### src/design/bwrm_pkg.sv
// bwrm_pkg: shared types and constants for the buffer watermark refill monitor
// no dependencies; used by every module of the block

package bwrm_pkg;

    // fixed field widths
    localparam int FILL_W  = 24;
    localparam int PCT_W   = 7;
    localparam int CNT_W   = 32;
    localparam int SUM_W   = 64;
    localparam int ADDR_W  = 4;
    localparam int DATA_W  = 32;

    // serial divider: quotient bits resolved one per cycle
    localparam int DIV_STEPS = 7;
    localparam int STEP_W    = $clog2(DIV_STEPS);

    // percent constants and register reset values
    localparam logic [PCT_W-1:0] PCT_FULL    = 7'd100;
    localparam logic [PCT_W-1:0] MEAN_RESET  = 7'd80;
    localparam logic [PCT_W-1:0] LOW_RESET   = 7'd50;
    localparam logic [PCT_W-1:0] HIGH_RESET  = 7'd90;
    localparam logic [PCT_W-1:0] TGT_RESET   = 7'd75;

    // register indexes (byte address = 4 * index)
    localparam logic [1:0] REG_LOW_MARK  = 2'd0;
    localparam logic [1:0] REG_HIGH_MARK = 2'd1;
    localparam logic [1:0] REG_TARGET    = 2'd2;

    typedef struct packed {
        logic              playing;
        logic [FILL_W-1:0] fill_bytes;
        logic [FILL_W-1:0] capacity_bytes;
        logic [CNT_W-1:0]  played_before;
        logic [CNT_W-1:0]  played_after;
        logic [SUM_W-1:0]  read_ticks;
    } item_t;

    typedef struct packed {
        logic             sampled;
        logic [PCT_W-1:0] current_pct;
        logic [PCT_W-1:0] min_pct;
        logic [PCT_W-1:0] max_pct;
        logic [PCT_W-1:0] avg_pct;
        logic             refilling;
        logic             update_request;
        logic [CNT_W-1:0] chunks_total;
        logic [SUM_W-1:0] bytes_total;
        logic [SUM_W-1:0] ticks_total;
    } result_t;

    typedef struct packed {
        logic [PCT_W-1:0] low_mark_pct;
        logic [PCT_W-1:0] high_mark_pct;
        logic [PCT_W-1:0] target_pct;
    } cfg_t;

    // controller to datapath
    typedef struct packed {
        logic load_item;
        logic check;
        logic div_start;
        logic div_sel_mean;
        logic apply_pct;
        logic apply_mean;
        logic emit;
    } dp_cmd_t;

    // datapath to controller
    typedef struct packed {
        logic sampleable;
        logic div_done;
    } dp_status_t;

endpackage

### src/design/bwrm_div.sv
// bwrm_div: serial restoring divider giving a 7-bit quotient, forced to 100 when it would reach 128 or more
// depends on bwrm_pkg

module bwrm_div (
    input  logic                          clk,
    input  logic                          rst_n,
    input  logic                          start,
    input  logic [bwrm_pkg::SUM_W-1:0]    dividend,
    input  logic [bwrm_pkg::SUM_W-1:0]    divisor,
    output logic                          done,
    output logic [bwrm_pkg::PCT_W-1:0]    quotient
);
    import bwrm_pkg::*;

    logic                 busy_reg;
    logic                 done_reg;
    logic [STEP_W-1:0]    step_reg;
    logic [SUM_W-1:0]     rem_reg;
    logic [SUM_W-1:0]     dsr_reg;
    logic [PCT_W-1:0]     low_reg;
    logic [PCT_W-1:0]     q_reg;

    logic                 ovf;
    logic [SUM_W+1:0]     trial;
    logic                 ge;
    logic [SUM_W-1:0]     rem_next;

    // quotient of 128 or more saturates straight away
    assign ovf = {{PCT_W{1'b0}}, dividend[SUM_W-1:PCT_W]} >= divisor;

    // one trial subtraction per cycle
    assign trial    = {1'b0, rem_reg, low_reg[PCT_W-1]} - {2'b00, dsr_reg};
    assign ge       = ~trial[SUM_W+1];
    assign rem_next = ge ? trial[SUM_W-1:0] : {rem_reg[SUM_W-2:0], low_reg[PCT_W-1]};

    // control flags
    always_ff @(posedge clk or negedge rst_n)
    begin
        if (!rst_n)
        begin
            busy_reg <= 1'b0;
            done_reg <= 1'b0;
            step_reg <= '0;
        end
        else
        begin
            done_reg <= 1'b0;
            if (start)
            begin
                if (ovf)
                begin
                    done_reg <= 1'b1;
                end
                else
                begin
                    busy_reg <= 1'b1;
                    step_reg <= STEP_W'(DIV_STEPS - 1);
                end
            end
            else if (busy_reg)
            begin
                if (step_reg == '0)
                begin
                    busy_reg <= 1'b0;
                    done_reg <= 1'b1;
                end
                else
                begin
                    step_reg <= step_reg - 1'b1;
                end
            end
        end
    end

    // remainder and quotient shift registers
    always_ff @(posedge clk)
    begin
        if (start)
        begin
            rem_reg <= {{PCT_W{1'b0}}, dividend[SUM_W-1:PCT_W]};
            low_reg <= dividend[PCT_W-1:0];
            dsr_reg <= divisor;
            q_reg   <= ovf ? PCT_FULL : '0;
        end
        else if (busy_reg)
        begin
            rem_reg <= rem_next;
            low_reg <= {low_reg[PCT_W-2:0], 1'b0};
            q_reg   <= {q_reg[PCT_W-2:0], ge};
        end
    end

    assign done     = done_reg;
    assign quotient = q_reg;

endmodule

### src/design/bwrm_dp.sv
// bwrm_dp: datapath with request register, statistics, counters and result register
// depends on bwrm_pkg and bwrm_div

module bwrm_dp #(
    parameter int FILL_BITS = 24
) (
    input  logic                  clk,
    input  logic                  rst_n,
    input  bwrm_pkg::dp_cmd_t     cmd,
    output bwrm_pkg::dp_status_t  status,
    input  bwrm_pkg::cfg_t        cfg,
    input  bwrm_pkg::item_t       item,
    output bwrm_pkg::result_t     result
);
    import bwrm_pkg::*;

    localparam logic [FILL_W-1:0] FILL_MASK = (FILL_BITS >= FILL_W) ? {FILL_W{1'b1}} :
                                              FILL_W'((64'd1 << FILL_BITS) - 64'd1);

    item_t              item_reg;
    result_t            out_reg;
    logic               smp_reg;
    logic               req_reg;
    logic               refill_reg;
    logic [PCT_W-1:0]   last_reg;
    logic [PCT_W-1:0]   lowest_reg;
    logic [PCT_W-1:0]   highest_reg;
    logic [PCT_W-1:0]   mean_reg;
    logic [SUM_W-1:0]   pct_sum_reg;
    logic [SUM_W-1:0]   count_reg;
    logic [CNT_W-1:0]   chunk_reg;
    logic [SUM_W-1:0]   byte_reg;
    logic [SUM_W-1:0]   tick_reg;

    logic [FILL_W-1:0]  fill_m;
    logic [FILL_W-1:0]  cap_m;
    logic [FILL_W+6:0]  fill100;
    logic [SUM_W-1:0]   div_n;
    logic [SUM_W-1:0]   div_d;
    logic               div_done;
    logic [PCT_W-1:0]   div_q;
    logic [PCT_W-1:0]   q_sat;
    logic               refill_next;
    logic               req_next;
    logic [CNT_W-1:0]   produced;

    // operand preparation, fill * 100 as shift and add
    assign fill_m  = item_reg.fill_bytes & FILL_MASK;
    assign cap_m   = item_reg.capacity_bytes & FILL_MASK;
    assign fill100 = {1'b0, fill_m, 6'b0} + {2'b0, fill_m, 5'b0} + {5'b0, fill_m, 2'b0};

    assign div_n = cmd.div_sel_mean ? pct_sum_reg : {{(SUM_W-FILL_W-7){1'b0}}, fill100};
    assign div_d = cmd.div_sel_mean ? count_reg   : {{(SUM_W-FILL_W){1'b0}}, cap_m};

    bwrm_div u_div (
        .clk      (clk),
        .rst_n    (rst_n),
        .start    (cmd.div_start),
        .dividend (div_n),
        .divisor  (div_d),
        .done     (div_done),
        .quotient (div_q)
    );

    assign q_sat = (div_q > PCT_FULL) ? PCT_FULL : div_q;

    // hysteresis flag and update decision
    always_comb
    begin
        if (q_sat <= cfg.low_mark_pct)
        begin
            refill_next = 1'b1;
        end
        else if (q_sat >= cfg.high_mark_pct)
        begin
            refill_next = 1'b0;
        end
        else
        begin
            refill_next = refill_reg;
        end
        req_next = refill_next | (q_sat < cfg.target_pct);
    end

    // bytes produced, counter wrap takes the new value as is
    assign produced = (item_reg.played_after >= item_reg.played_before) ?
                      (item_reg.played_after - item_reg.played_before) :
                      item_reg.played_after;

    assign status.sampleable = item_reg.playing & (cap_m != '0);
    assign status.div_done   = div_done;

    // request register
    always_ff @(posedge clk)
    begin
        if (cmd.load_item)
        begin
            item_reg <= item;
        end
    end

    // statistics and counters
    always_ff @(posedge clk or negedge rst_n)
    begin
        if (!rst_n)
        begin
            smp_reg     <= 1'b0;
            req_reg     <= 1'b0;
            refill_reg  <= 1'b0;
            last_reg    <= '0;
            lowest_reg  <= PCT_FULL;
            highest_reg <= '0;
            mean_reg    <= MEAN_RESET;
            pct_sum_reg <= '0;
            count_reg   <= '0;
            chunk_reg   <= '0;
            byte_reg    <= '0;
            tick_reg    <= '0;
        end
        else
        begin
            if (cmd.check)
            begin
                smp_reg <= status.sampleable;
                req_reg <= 1'b0;
            end
            if (cmd.apply_pct)
            begin
                last_reg    <= q_sat;
                lowest_reg  <= (q_sat < lowest_reg) ? q_sat : lowest_reg;
                highest_reg <= (q_sat > highest_reg) ? q_sat : highest_reg;
                pct_sum_reg <= pct_sum_reg + {{(SUM_W-PCT_W){1'b0}}, q_sat};
                count_reg   <= count_reg + 1'b1;
                refill_reg  <= refill_next;
                req_reg     <= req_next;
                if (req_next && (item_reg.played_after != item_reg.played_before))
                begin
                    chunk_reg <= chunk_reg + 1'b1;
                    byte_reg  <= byte_reg + {{(SUM_W-CNT_W){1'b0}}, produced};
                    tick_reg  <= tick_reg + item_reg.read_ticks;
                end
            end
            // mean holds its value when the sample count has wrapped to zero
            if (cmd.apply_mean && (count_reg != '0))
            begin
                mean_reg <= q_sat;
            end
        end
    end

    // result register
    always_ff @(posedge clk)
    begin
        if (cmd.emit)
        begin
            out_reg.sampled        <= smp_reg;
            out_reg.current_pct    <= last_reg;
            out_reg.min_pct        <= lowest_reg;
            out_reg.max_pct        <= highest_reg;
            out_reg.avg_pct        <= mean_reg;
            out_reg.refilling      <= refill_reg;
            out_reg.update_request <= req_reg;
            out_reg.chunks_total   <= chunk_reg;
            out_reg.bytes_total    <= byte_reg;
            out_reg.ticks_total    <= tick_reg;
        end
    end

    assign result = out_reg;

endmodule

### src/design/bwrm_ctrl.sv
// bwrm_ctrl: sequencing state machine and result valid flag
// depends on bwrm_pkg

module bwrm_ctrl (
    input  logic                  clk,
    input  logic                  rst_n,
    input  logic                  item_valid,
    output logic                  item_ready,
    output logic                  result_valid,
    input  logic                  result_ready,
    input  bwrm_pkg::dp_status_t  status,
    output bwrm_pkg::dp_cmd_t     cmd
);
    import bwrm_pkg::*;

    localparam logic [2:0] S_IDLE    = 3'd0;
    localparam logic [2:0] S_CHECK   = 3'd1;
    localparam logic [2:0] S_PCT     = 3'd2;
    localparam logic [2:0] S_MEAN_GO = 3'd3;
    localparam logic [2:0] S_MEAN    = 3'd4;
    localparam logic [2:0] S_EMIT    = 3'd5;

    logic [2:0] state_reg;
    logic [2:0] state_next;
    logic       out_valid_reg;
    logic       slot_free;

    assign slot_free = ~out_valid_reg | result_ready;

    // next state and commands
    always_comb
    begin
        state_next = state_reg;
        cmd        = '0;
        unique case (state_reg)
            S_IDLE:
            begin
                if (item_valid)
                begin
                    cmd.load_item = 1'b1;
                    state_next    = S_CHECK;
                end
            end
            S_CHECK:
            begin
                cmd.check = 1'b1;
                if (status.sampleable)
                begin
                    cmd.div_start = 1'b1;
                    state_next    = S_PCT;
                end
                else
                begin
                    state_next = S_EMIT;
                end
            end
            S_PCT:
            begin
                if (status.div_done)
                begin
                    cmd.apply_pct = 1'b1;
                    state_next    = S_MEAN_GO;
                end
            end
            S_MEAN_GO:
            begin
                cmd.div_start    = 1'b1;
                cmd.div_sel_mean = 1'b1;
                state_next       = S_MEAN;
            end
            S_MEAN:
            begin
                if (status.div_done)
                begin
                    cmd.apply_mean = 1'b1;
                    state_next     = S_EMIT;
                end
            end
            S_EMIT:
            begin
                if (slot_free)
                begin
                    cmd.emit   = 1'b1;
                    state_next = S_IDLE;
                end
            end
            default:
            begin
                state_next = S_IDLE;
            end
        endcase
    end

    // state and result valid
    always_ff @(posedge clk or negedge rst_n)
    begin
        if (!rst_n)
        begin
            state_reg     <= S_IDLE;
            out_valid_reg <= 1'b0;
        end
        else
        begin
            state_reg <= state_next;
            if (cmd.emit)
            begin
                out_valid_reg <= 1'b1;
            end
            else if (result_ready)
            begin
                out_valid_reg <= 1'b0;
            end
        end
    end

    assign item_ready   = (state_reg == S_IDLE);
    assign result_valid = out_valid_reg;

endmodule

### src/design/buffer_watermark_refill_monitor.sv
// buffer_watermark_refill_monitor: top level with config registers, controller and datapath
// depends on bwrm_pkg, bwrm_ctrl, bwrm_dp
//
// Usage:
//   item/item_valid/item_ready carries one buffer status request, result/result_valid/
//   result_ready returns one result per request, in order.
//   The marks are to be written through the APB-style port only while the block is idle;
//   the block itself does not enforce this. An ignored request (not playing or zero
//   capacity) passes through the check and emit states; a sampled request passes through
//   the check, percent, mean start, mean and emit states, with two passes of up to 7 steps
//   each through the shared serial divider (percent, then running mean).
//   Requests are handled one at a time; the next is accepted once the previous
//   result sits in the output register.
//   Reset clears statistics and counters (min 100, mean 80, rest 0) and loads the
//   marks with 50, 90 and 75.
//   When the receiver stalls the result holds in the output register, one more
//   request is taken and worked, and it then waits until the register frees.

module buffer_watermark_refill_monitor #(
    parameter int FILL_BITS = 24
) (
    input  logic                            clk,
    input  logic                            rst_n,
    input  logic                            item_valid,
    output logic                            item_ready,
    input  bwrm_pkg::item_t                 item,
    output logic                            result_valid,
    input  logic                            result_ready,
    output bwrm_pkg::result_t               result,
    input  logic                            psel,
    input  logic                            penable,
    input  logic                            pwrite,
    input  logic [bwrm_pkg::ADDR_W-1:0]     paddr,
    input  logic [bwrm_pkg::DATA_W-1:0]     pwdata,
    output logic [bwrm_pkg::DATA_W-1:0]     prdata,
    output logic                            pready
);
    import bwrm_pkg::*;

    cfg_t        cfg_reg;
    dp_cmd_t     cmd;
    dp_status_t  status;
    logic        wr_en;

    assign pready = 1'b1;
    assign wr_en  = psel & penable & pwrite;

    // mark registers
    always_ff @(posedge clk or negedge rst_n)
    begin
        if (!rst_n)
        begin
            cfg_reg.low_mark_pct  <= LOW_RESET;
            cfg_reg.high_mark_pct <= HIGH_RESET;
            cfg_reg.target_pct    <= TGT_RESET;
        end
        else if (wr_en)
        begin
            unique case (paddr[3:2])
                REG_LOW_MARK:  cfg_reg.low_mark_pct  <= pwdata[PCT_W-1:0];
                REG_HIGH_MARK: cfg_reg.high_mark_pct <= pwdata[PCT_W-1:0];
                REG_TARGET:    cfg_reg.target_pct    <= pwdata[PCT_W-1:0];
                default:       ;
            endcase
        end
    end

    // register read
    always_comb
    begin
        unique case (paddr[3:2])
            REG_LOW_MARK:  prdata = {{(DATA_W-PCT_W){1'b0}}, cfg_reg.low_mark_pct};
            REG_HIGH_MARK: prdata = {{(DATA_W-PCT_W){1'b0}}, cfg_reg.high_mark_pct};
            REG_TARGET:    prdata = {{(DATA_W-PCT_W){1'b0}}, cfg_reg.target_pct};
            default:       prdata = '0;
        endcase
    end

    bwrm_ctrl u_ctrl (
        .clk          (clk),
        .rst_n        (rst_n),
        .item_valid   (item_valid),
        .item_ready   (item_ready),
        .result_valid (result_valid),
        .result_ready (result_ready),
        .status       (status),
        .cmd          (cmd)
    );

    bwrm_dp #(
        .FILL_BITS (FILL_BITS)
    ) u_dp (
        .clk    (clk),
        .rst_n  (rst_n),
        .cmd    (cmd),
        .status (status),
        .cfg    (cfg_reg),
        .item   (item),
        .result (result)
    );

endmodule

### config.mk
export PLATFORM = sky130hd
export DESIGN_NAME = buffer_watermark_refill_monitor
export DESIGN_NICKNAME = d
export VERILOG_FILES = /design/src/design/bwrm_pkg.sv /design/src/design/bwrm_div.sv /design/src/design/bwrm_dp.sv /design/src/design/bwrm_ctrl.sv /design/src/design/buffer_watermark_refill_monitor.sv
export SDC_FILE = /design/constraint.sdc
export NUM_CORES = 2
export LEC_CHECK = 0
export BUFFER_PORTS_ARGS = -buffer_cell sky130_fd_sc_hd__buf_2
export CELL_PAD_IN_SITES_DETAIL_PLACEMENT = 1
export CELL_PAD_IN_SITES_GLOBAL_PLACEMENT = 1
export CORE_ASPECT_RATIO = 0.5
export CORE_MARGIN = 3
export CORE_UTILIZATION = 30
export CTS_BUF_LIST = sky130_fd_sc_hd__clkbuf_4 sky130_fd_sc_hd__clkbuf_8
export DETAILED_ROUTE_END_ITERATION = 16
export PLACE_DENSITY = 0.52
export SLEW_MARGIN = 0
export SYNTH_ARGS = -nofsm -noshare
export SYNTH_HDL_FRONTEND = slang
export SYNTH_SLANG_ARGS = --single-unit
### constraint.sdc
create_clock -name clk -period 34.1 [get_ports clk]
set_clock_uncertainty 0.05 [all_clocks]
set_input_delay 6.82 -clock clk [delete_from_list [all_inputs] [get_ports clk]]
set_output_delay 6.82 -clock clk [all_outputs]
set_load 0.01 [all_outputs]
Word level (Yosys, flattened, before mapping)
Cells that the tools add are included.
Operators by class
  add/sub/neg operators: 10
  equal/unequal tests: 14
  mux-type cells: 48
  bitwise operators: 7
  reductions and logical operators: 18
  $lt $le $gt $ge: 8
Operators with widths (count)
  $mux W64: 3
  $mux W57: 2
  $sub A65 B64 Y66: 1
  $add A64 B1 Y64 const B: 1
  $add A64 B32 Y64: 1
  $add A64 B64 Y64: 1
  $add A64 B7 Y64: 1
  $ge A57 B64 Y1: 1
  $reduce_bool A64 Y1: 1
  $mux W7: 6
  $add A32 B1 Y32 const B: 1
  $ge A32 B32 Y1: 1
  $mux W32: 1
  $ne A32 B32 Y1: 1
  $sub A32 B32 Y32: 1
  $add A30 B29 Y31: 1
  $add A31 B26 Y31: 1
  $mux W3: 9
  $mux W1: 24
  $reduce_bool A24 Y1: 1
  $pmux W7 S3: 1
  $pmux W3 S6: 1
  $lt A7 B7 Y1: 2
  $reduce_and A2 Y1: 6
  22 further kinds: 36
Word-level totals
  bits of input ports: 220
  register bits: 859
  word-level logic and storage cells: 146
  output and inout port bits: 226

Depth between registers and ports, before layout
  depth in word-level cells: 8
  gate-level depth with buffers: 32
  gate-level depth less buffers: 30

Cells and area by module
A second synthesis with hierarchy kept.
Second synthesis, totals
  cells, all modules: 4551
  area total of the unflattened synthesis: 48531.5 sq um
By module, submodules not included
  bwrm_dp: sequential area each 19039.5 sq um, area each 35277.6 sq um, times used 1, cells an instance 3126
  bwrm_div: sequential area each 4319.1 sq um, area each 11745.0 sq um, times used 1, cells an instance 1292
  buffer_watermark_refill_monitor: sequential area each 539.3 sq um, area each 1213.7 sq um, times used 1, cells an instance 99
  bwrm_ctrl: sequential area each 100.1 sq um, area each 295.3 sq um, times used 1, cells an instance 34

Worst setup path before layout
No wires, ideal clock.
  path kind: input to register
  start point: input port item_valid
  end point: register u_dp.item_reg (netlist bit u_dp.cap_m[0]), enable pin
  path buffers: 0
  arrival time: 24.539 ns
  required time: 32.842 ns
  library setup time: 1.208 ns
  path slack: 8.303 ns
  stages on the path: 1
  cell sequence: nor4b_1
Between the ends
  cells in the longest elaborated chain, start to end: 2
RTL lines
  start: declaration: RTL line buffer_watermark_refill_monitor.sv:24  | input logic item_valid,
  $mux W1: RTL line bwrm_ctrl.sv:38  | if (item_valid)
  $mux W1: RTL line bwrm_ctrl.sv:35  | unique case (state_reg)
  end signal: assignment: RTL line bwrm_dp.sv:98  | item_reg <= item;
  end: declaration: RTL line bwrm_dp.sv:20  | item_t item_reg;
No other way between the ends.
A chain may end at the register's enable or synchronous reset.

Worst setup path in the final report
  start point: input port paddr[2] in the netlist's numbering
  end point: output port prdata[1] in the netlist's numbering
Between the ends
  cells in the longest elaborated chain, start to end: 2
  elaborated cells between the ends (all ways): 4
  those cells by class: 2 x eq/ne; 1 x mux; 1 x reduce/logical
RTL lines
  start: declaration: RTL line buffer_watermark_refill_monitor.sv:33  | input logic [bwrm_pkg::ADDR_W-1:0] paddr,
  $eq A2 B2 Y1 (tied with other cells): RTL line buffer_watermark_refill_monitor.sv:71  | unique case (paddr[3:2])
  $pmux W7 S3 *: RTL line buffer_watermark_refill_monitor.sv:71
  end: declaration: RTL line buffer_watermark_refill_monitor.sv:35  | output logic [bwrm_pkg::DATA_W-1:0] prdata,
Mark *: on every way between the ends. The rest lies on a longest branch, timed or not.

==> impl_metrics.tcl <==
set metrics [dict create \
    status "complete, no violations" \
    synthSimpleGateAreaFrac_pct 12.8 \
    synth_compound_area_share_pct 14.1 \
    synthAdderAreaFrac_pct 9.66 \
    cts_tree "built" \
    synth_mux_area_share_pct 1.48 \
    hp-class "register to register" \
    path_buf_inv 2 \
    initial_core_util_pct 30.6 \
    cts.path.max_buffers 3 \
    cts_buffers 146 \
    grtUsageTotal_pct 17.5 \
    syn-cell-area_um2 47000 \
    p_leak_nw 24.0 \
    postCtsSetupBuffers 0 \
    yosysSeqAreaShare_pct 51.1 \
    cts.sink_count 859 \
    internal_power_mw 2.82 \
    hold_end "u_dp.result[149]" \
    yosysWarnings 0 \
    drt_iter0_drc 1648 \
    final.setup.worst_slack_ps 19400 \
    r2r-start "u_dp.item_reg[64]" \
    die_h_um 286 \
    synth_top_family_by_area "compound AO/OA/AOI/OAI gates" \
    cts_resized 0 \
    grt_max_degree 107 \
    h-tree-depth 4 \
    nNetsFinal 5411 \
    layout-drive-gt1-share_pct 15.4 \
    rr_worst_depth 29 \
    min_path_cells 0 \
    wl_um 142000 \
    die-area_um2 162000 \
    min_period_ps 14700 \
    vias 34500 \
    crit_type "input port to primary output" \
    switchingPower_mw 2.05 \
    drc 0 \
    clk_pin_slew_worst_paths_ps 70 \
    syn2layout_area_growth_pct 15.5 \
    worstPathMaxFanout 11 \
    postSynthCellCount 4411 \
    yosys_register_bits 859 \
    power.share.clock_pct 20.4 \
    min_period_over_period_pct 43.1 \
    synthFlopType "edfxtp_1" \
    synth-edff-count 503 \
    end_kind "primary output" \
    worst_pin_slew_ps 1100 \
    largest_reg_flops 191 \
    hold_viol 0 \
    hp-start "u_dp.chunk_reg[21]" \
    critPathSlowestCell "nor2b_1" \
    antenna_found_initial 22 \
    swShare_pct 42.1 \
    met2WireLength_um 70500 \
    ant_nets 0 \
    synth_cell_types 92 \
    crit_family "simple AND/OR/NAND/NOR gates" \
    power_density_nw_per_um2 89.7 \
    cts_hold_buf 0 \
    drv_slew 0 \
    setup_viol 0 \
    grt_pass1_vias 37200 \
    maxCapViolations 0 \
    slew_headroom_pct 26.5 \
    fillCellCount 17200 \
    die_w_um 566 \
    peakVddDrop_mv 0.0438 \
    dpl_worst_slack_ps 19390 \
    grt_overflow 0 \
    drt_first_pass_iters 5 \
    fp-row-count 101 \
    grt_pass1_wl_um 221000 \
    viasPerCell 4.91 \
    final_cell_mix "edfxtp_1, nand2_1, buf_2, dfrtp_1, ha_1" \
    drt-wirelength-per-cell_um 20.2 \
    layout_commonest_cell "edfxtp_1" \
    rsz0062_at_grt "no" \
    gp_congestion 0.838 \
    fin_util_pct 35.3 \
    wl_met1_um 63300 \
    topRoutingLayerUsed "met5" \
    power.share.combinational_pct 46.9 \
    core_region_area_um2 154000 \
    regToRegSetupSlack_ps 25900 \
    crit_top_cell "buf_2" \
    avgSynthCellArea_um2 10.6 \
    worstPathCellList "buf_2 -> nor2b_1 -> nand2_1 -> o21ai_0 -> buf_2" \
    portBuffers 392 \
    start_kind "input port" \
    dp_hpwl_um 107000 \
    setup_tns_ps 0 \
    synthXorXnorAreaFrac_pct 6.99 \
    crit_cells 5 \
    postSynth.asyncResetShare_pct 40.6 \
    seqPwrFrac_pct 32.6 \
    io_pins 446 \
    met3_length_um 4270 \
    cp.required_ps 27230 \
    hold_slack_ps 400 \
    slowest_delay_ps 430 \
    clk_latency_ps 840 \
    crit_arrival_ps 7830 \
    clockRootBuffer "clkbuf_8" \
    p_total_mw 4.87 \
    max_freq_mhz 68.0 \
    regToRegEndpoint "u_dp.byte_reg[43]" \
]
[cells in the mapped netlist (6+ instances only)]
cell / n / area share (%)
inv_1: 278 / 2.2
nand3_1: 113 / 1.2
dfxtp_1: 7 / 0.30
o21a_1: 32 / 0.51
nor3_1: 54 / 0.58
a21boi_0: 8 / 0.13
ha_1: 321 / 8.6
dfstp_2: 16 / 0.90
and3_1: 97 / 1.3
nand2_1: 496 / 4.0
buf_2: 16 / 0.17
o2111ai_1: 6 / 0.11
o31ai_1: 19 / 0.30
xor2_1: 118 / 2.2
clkbuf_1: 110 / 0.88
a31oi_1: 48 / 0.64
or3_1: 11 / 0.15
buf_1: 9 / 0.072
o21ai_1: 39 / 0.42
nand4_1: 95 / 1.3
nor2b_1: 37 / 0.49
or2_2: 8 / 0.11
buf_4: 27 / 0.43
o21ai_0: 286 / 3.0
and4_1: 20 / 0.37
nor4_1: 35 / 0.47
mux2_2: 25 / 0.60
dfrtp_1: 333 / 18
xnor2_1: 257 / 4.8
o211ai_1: 14 / 0.22
a21oi_1: 291 / 3.1
edfxtp_1: 503 / 32
a211oi_1: 13 / 0.21
a221oi_1: 8 / 0.15
mux2i_1: 37 / 0.79
a21o_1: 158 / 2.5
a211o_1: 10 / 0.19
fa_1: 26 / 1.1
and2_1: 21 / 0.28
nand2b_1: 37 / 0.49
nor2_1: 212 / 1.7
o21bai_1: 54 / 0.86
[worst reg2reg max path: cells and delay by family, from the launching register on]
kind / cells / cell delay, ps
AO/OA/AOI/OAI: 14 / 4230
AND/OR/NAND/NOR: 7 / 1440
adder cells (fa/ha/maj): 3 / 980
buffers and inverters: 4 / 820
flip-flops: 1 / 400
XOR/XNOR: 1 / 180
[power by group through the flow]
stage | clock network [mW] | registers [mW] | logic, mW
2_1_floorplan | 0 | 1.62 | 1.62
3_3_place_gp | 0 | 1.61 | 2.25
3_5_place_dp | 0 | 1.61 | 2.30
4_1_cts | 1.04 | 1.59 | 2.31
5_1_grt | 1.09 | 1.62 | 2.59
6_report | 0.995 | 1.59 | 2.28
[metrics by stage]
stage	area, um2	instances
after floorplan	47100	4435
after global placement	51200	6756
after detailed placement	51200	6756
after CTS	54200	7028
after global routing	54300	7032
final	54300	7033
[layer usage]
layer | GRT usage [%] | vias to the layer above
li1 | - | 16700
met1 | 22.2 | 17100
met2 | 30.2 | 441
met3 | 2.73 | 249
met4 | 5.79 | 4
met5 | 0 | -
[final cells by class]
cell class / instances / area, um2 / area share, %
Sequential cell: 859 / 24000 / 44.2
Multi-Input combinational cell: 3134 / 21300 / 39.3
Clock buffer: 211 / 2580 / 4.76
Tap cell: 2060 / 2580 / 4.75
Timing Repair Buffer: 425 / 2230 / 4.11
Inverter: 278 / 1050 / 1.93
Clock inverter: 61 / 473 / 0.872
Antenna cell: 5 / 12.5 / 0.0231
[kinds of logic (layout without fill, tap and decap cells)]
| family | Yosys count | after routing |
|---|---|---|
| AND/OR/NAND/NOR | 1263 | 1263 |
| multiplexers | 66 | 66 |
| AO/OA/AOI/OAI | 1057 | 1057 |
| other | 2 | 31 |
| buffers and inverters | 442 | 975 |
| XOR/XNOR | 375 | 375 |
| flip-flops | 859 | 859 |
| adder cells (fa/ha/maj) | 347 | 347 |
[worst max-delay path by stage]
stage | startpoint | to
2_1_floorplan | item_valid | u_dp.cap_m[0]
3_3_place_gp | paddr[2] | prdata[1]
3_5_place_dp | paddr[2] | prdata[1]
4_1_cts | paddr[2] | prdata[1]
5_1_grt | paddr[2] | prdata[1]
6_report | paddr[2] | prdata[1]
Power figures use the tool's default switching activity.
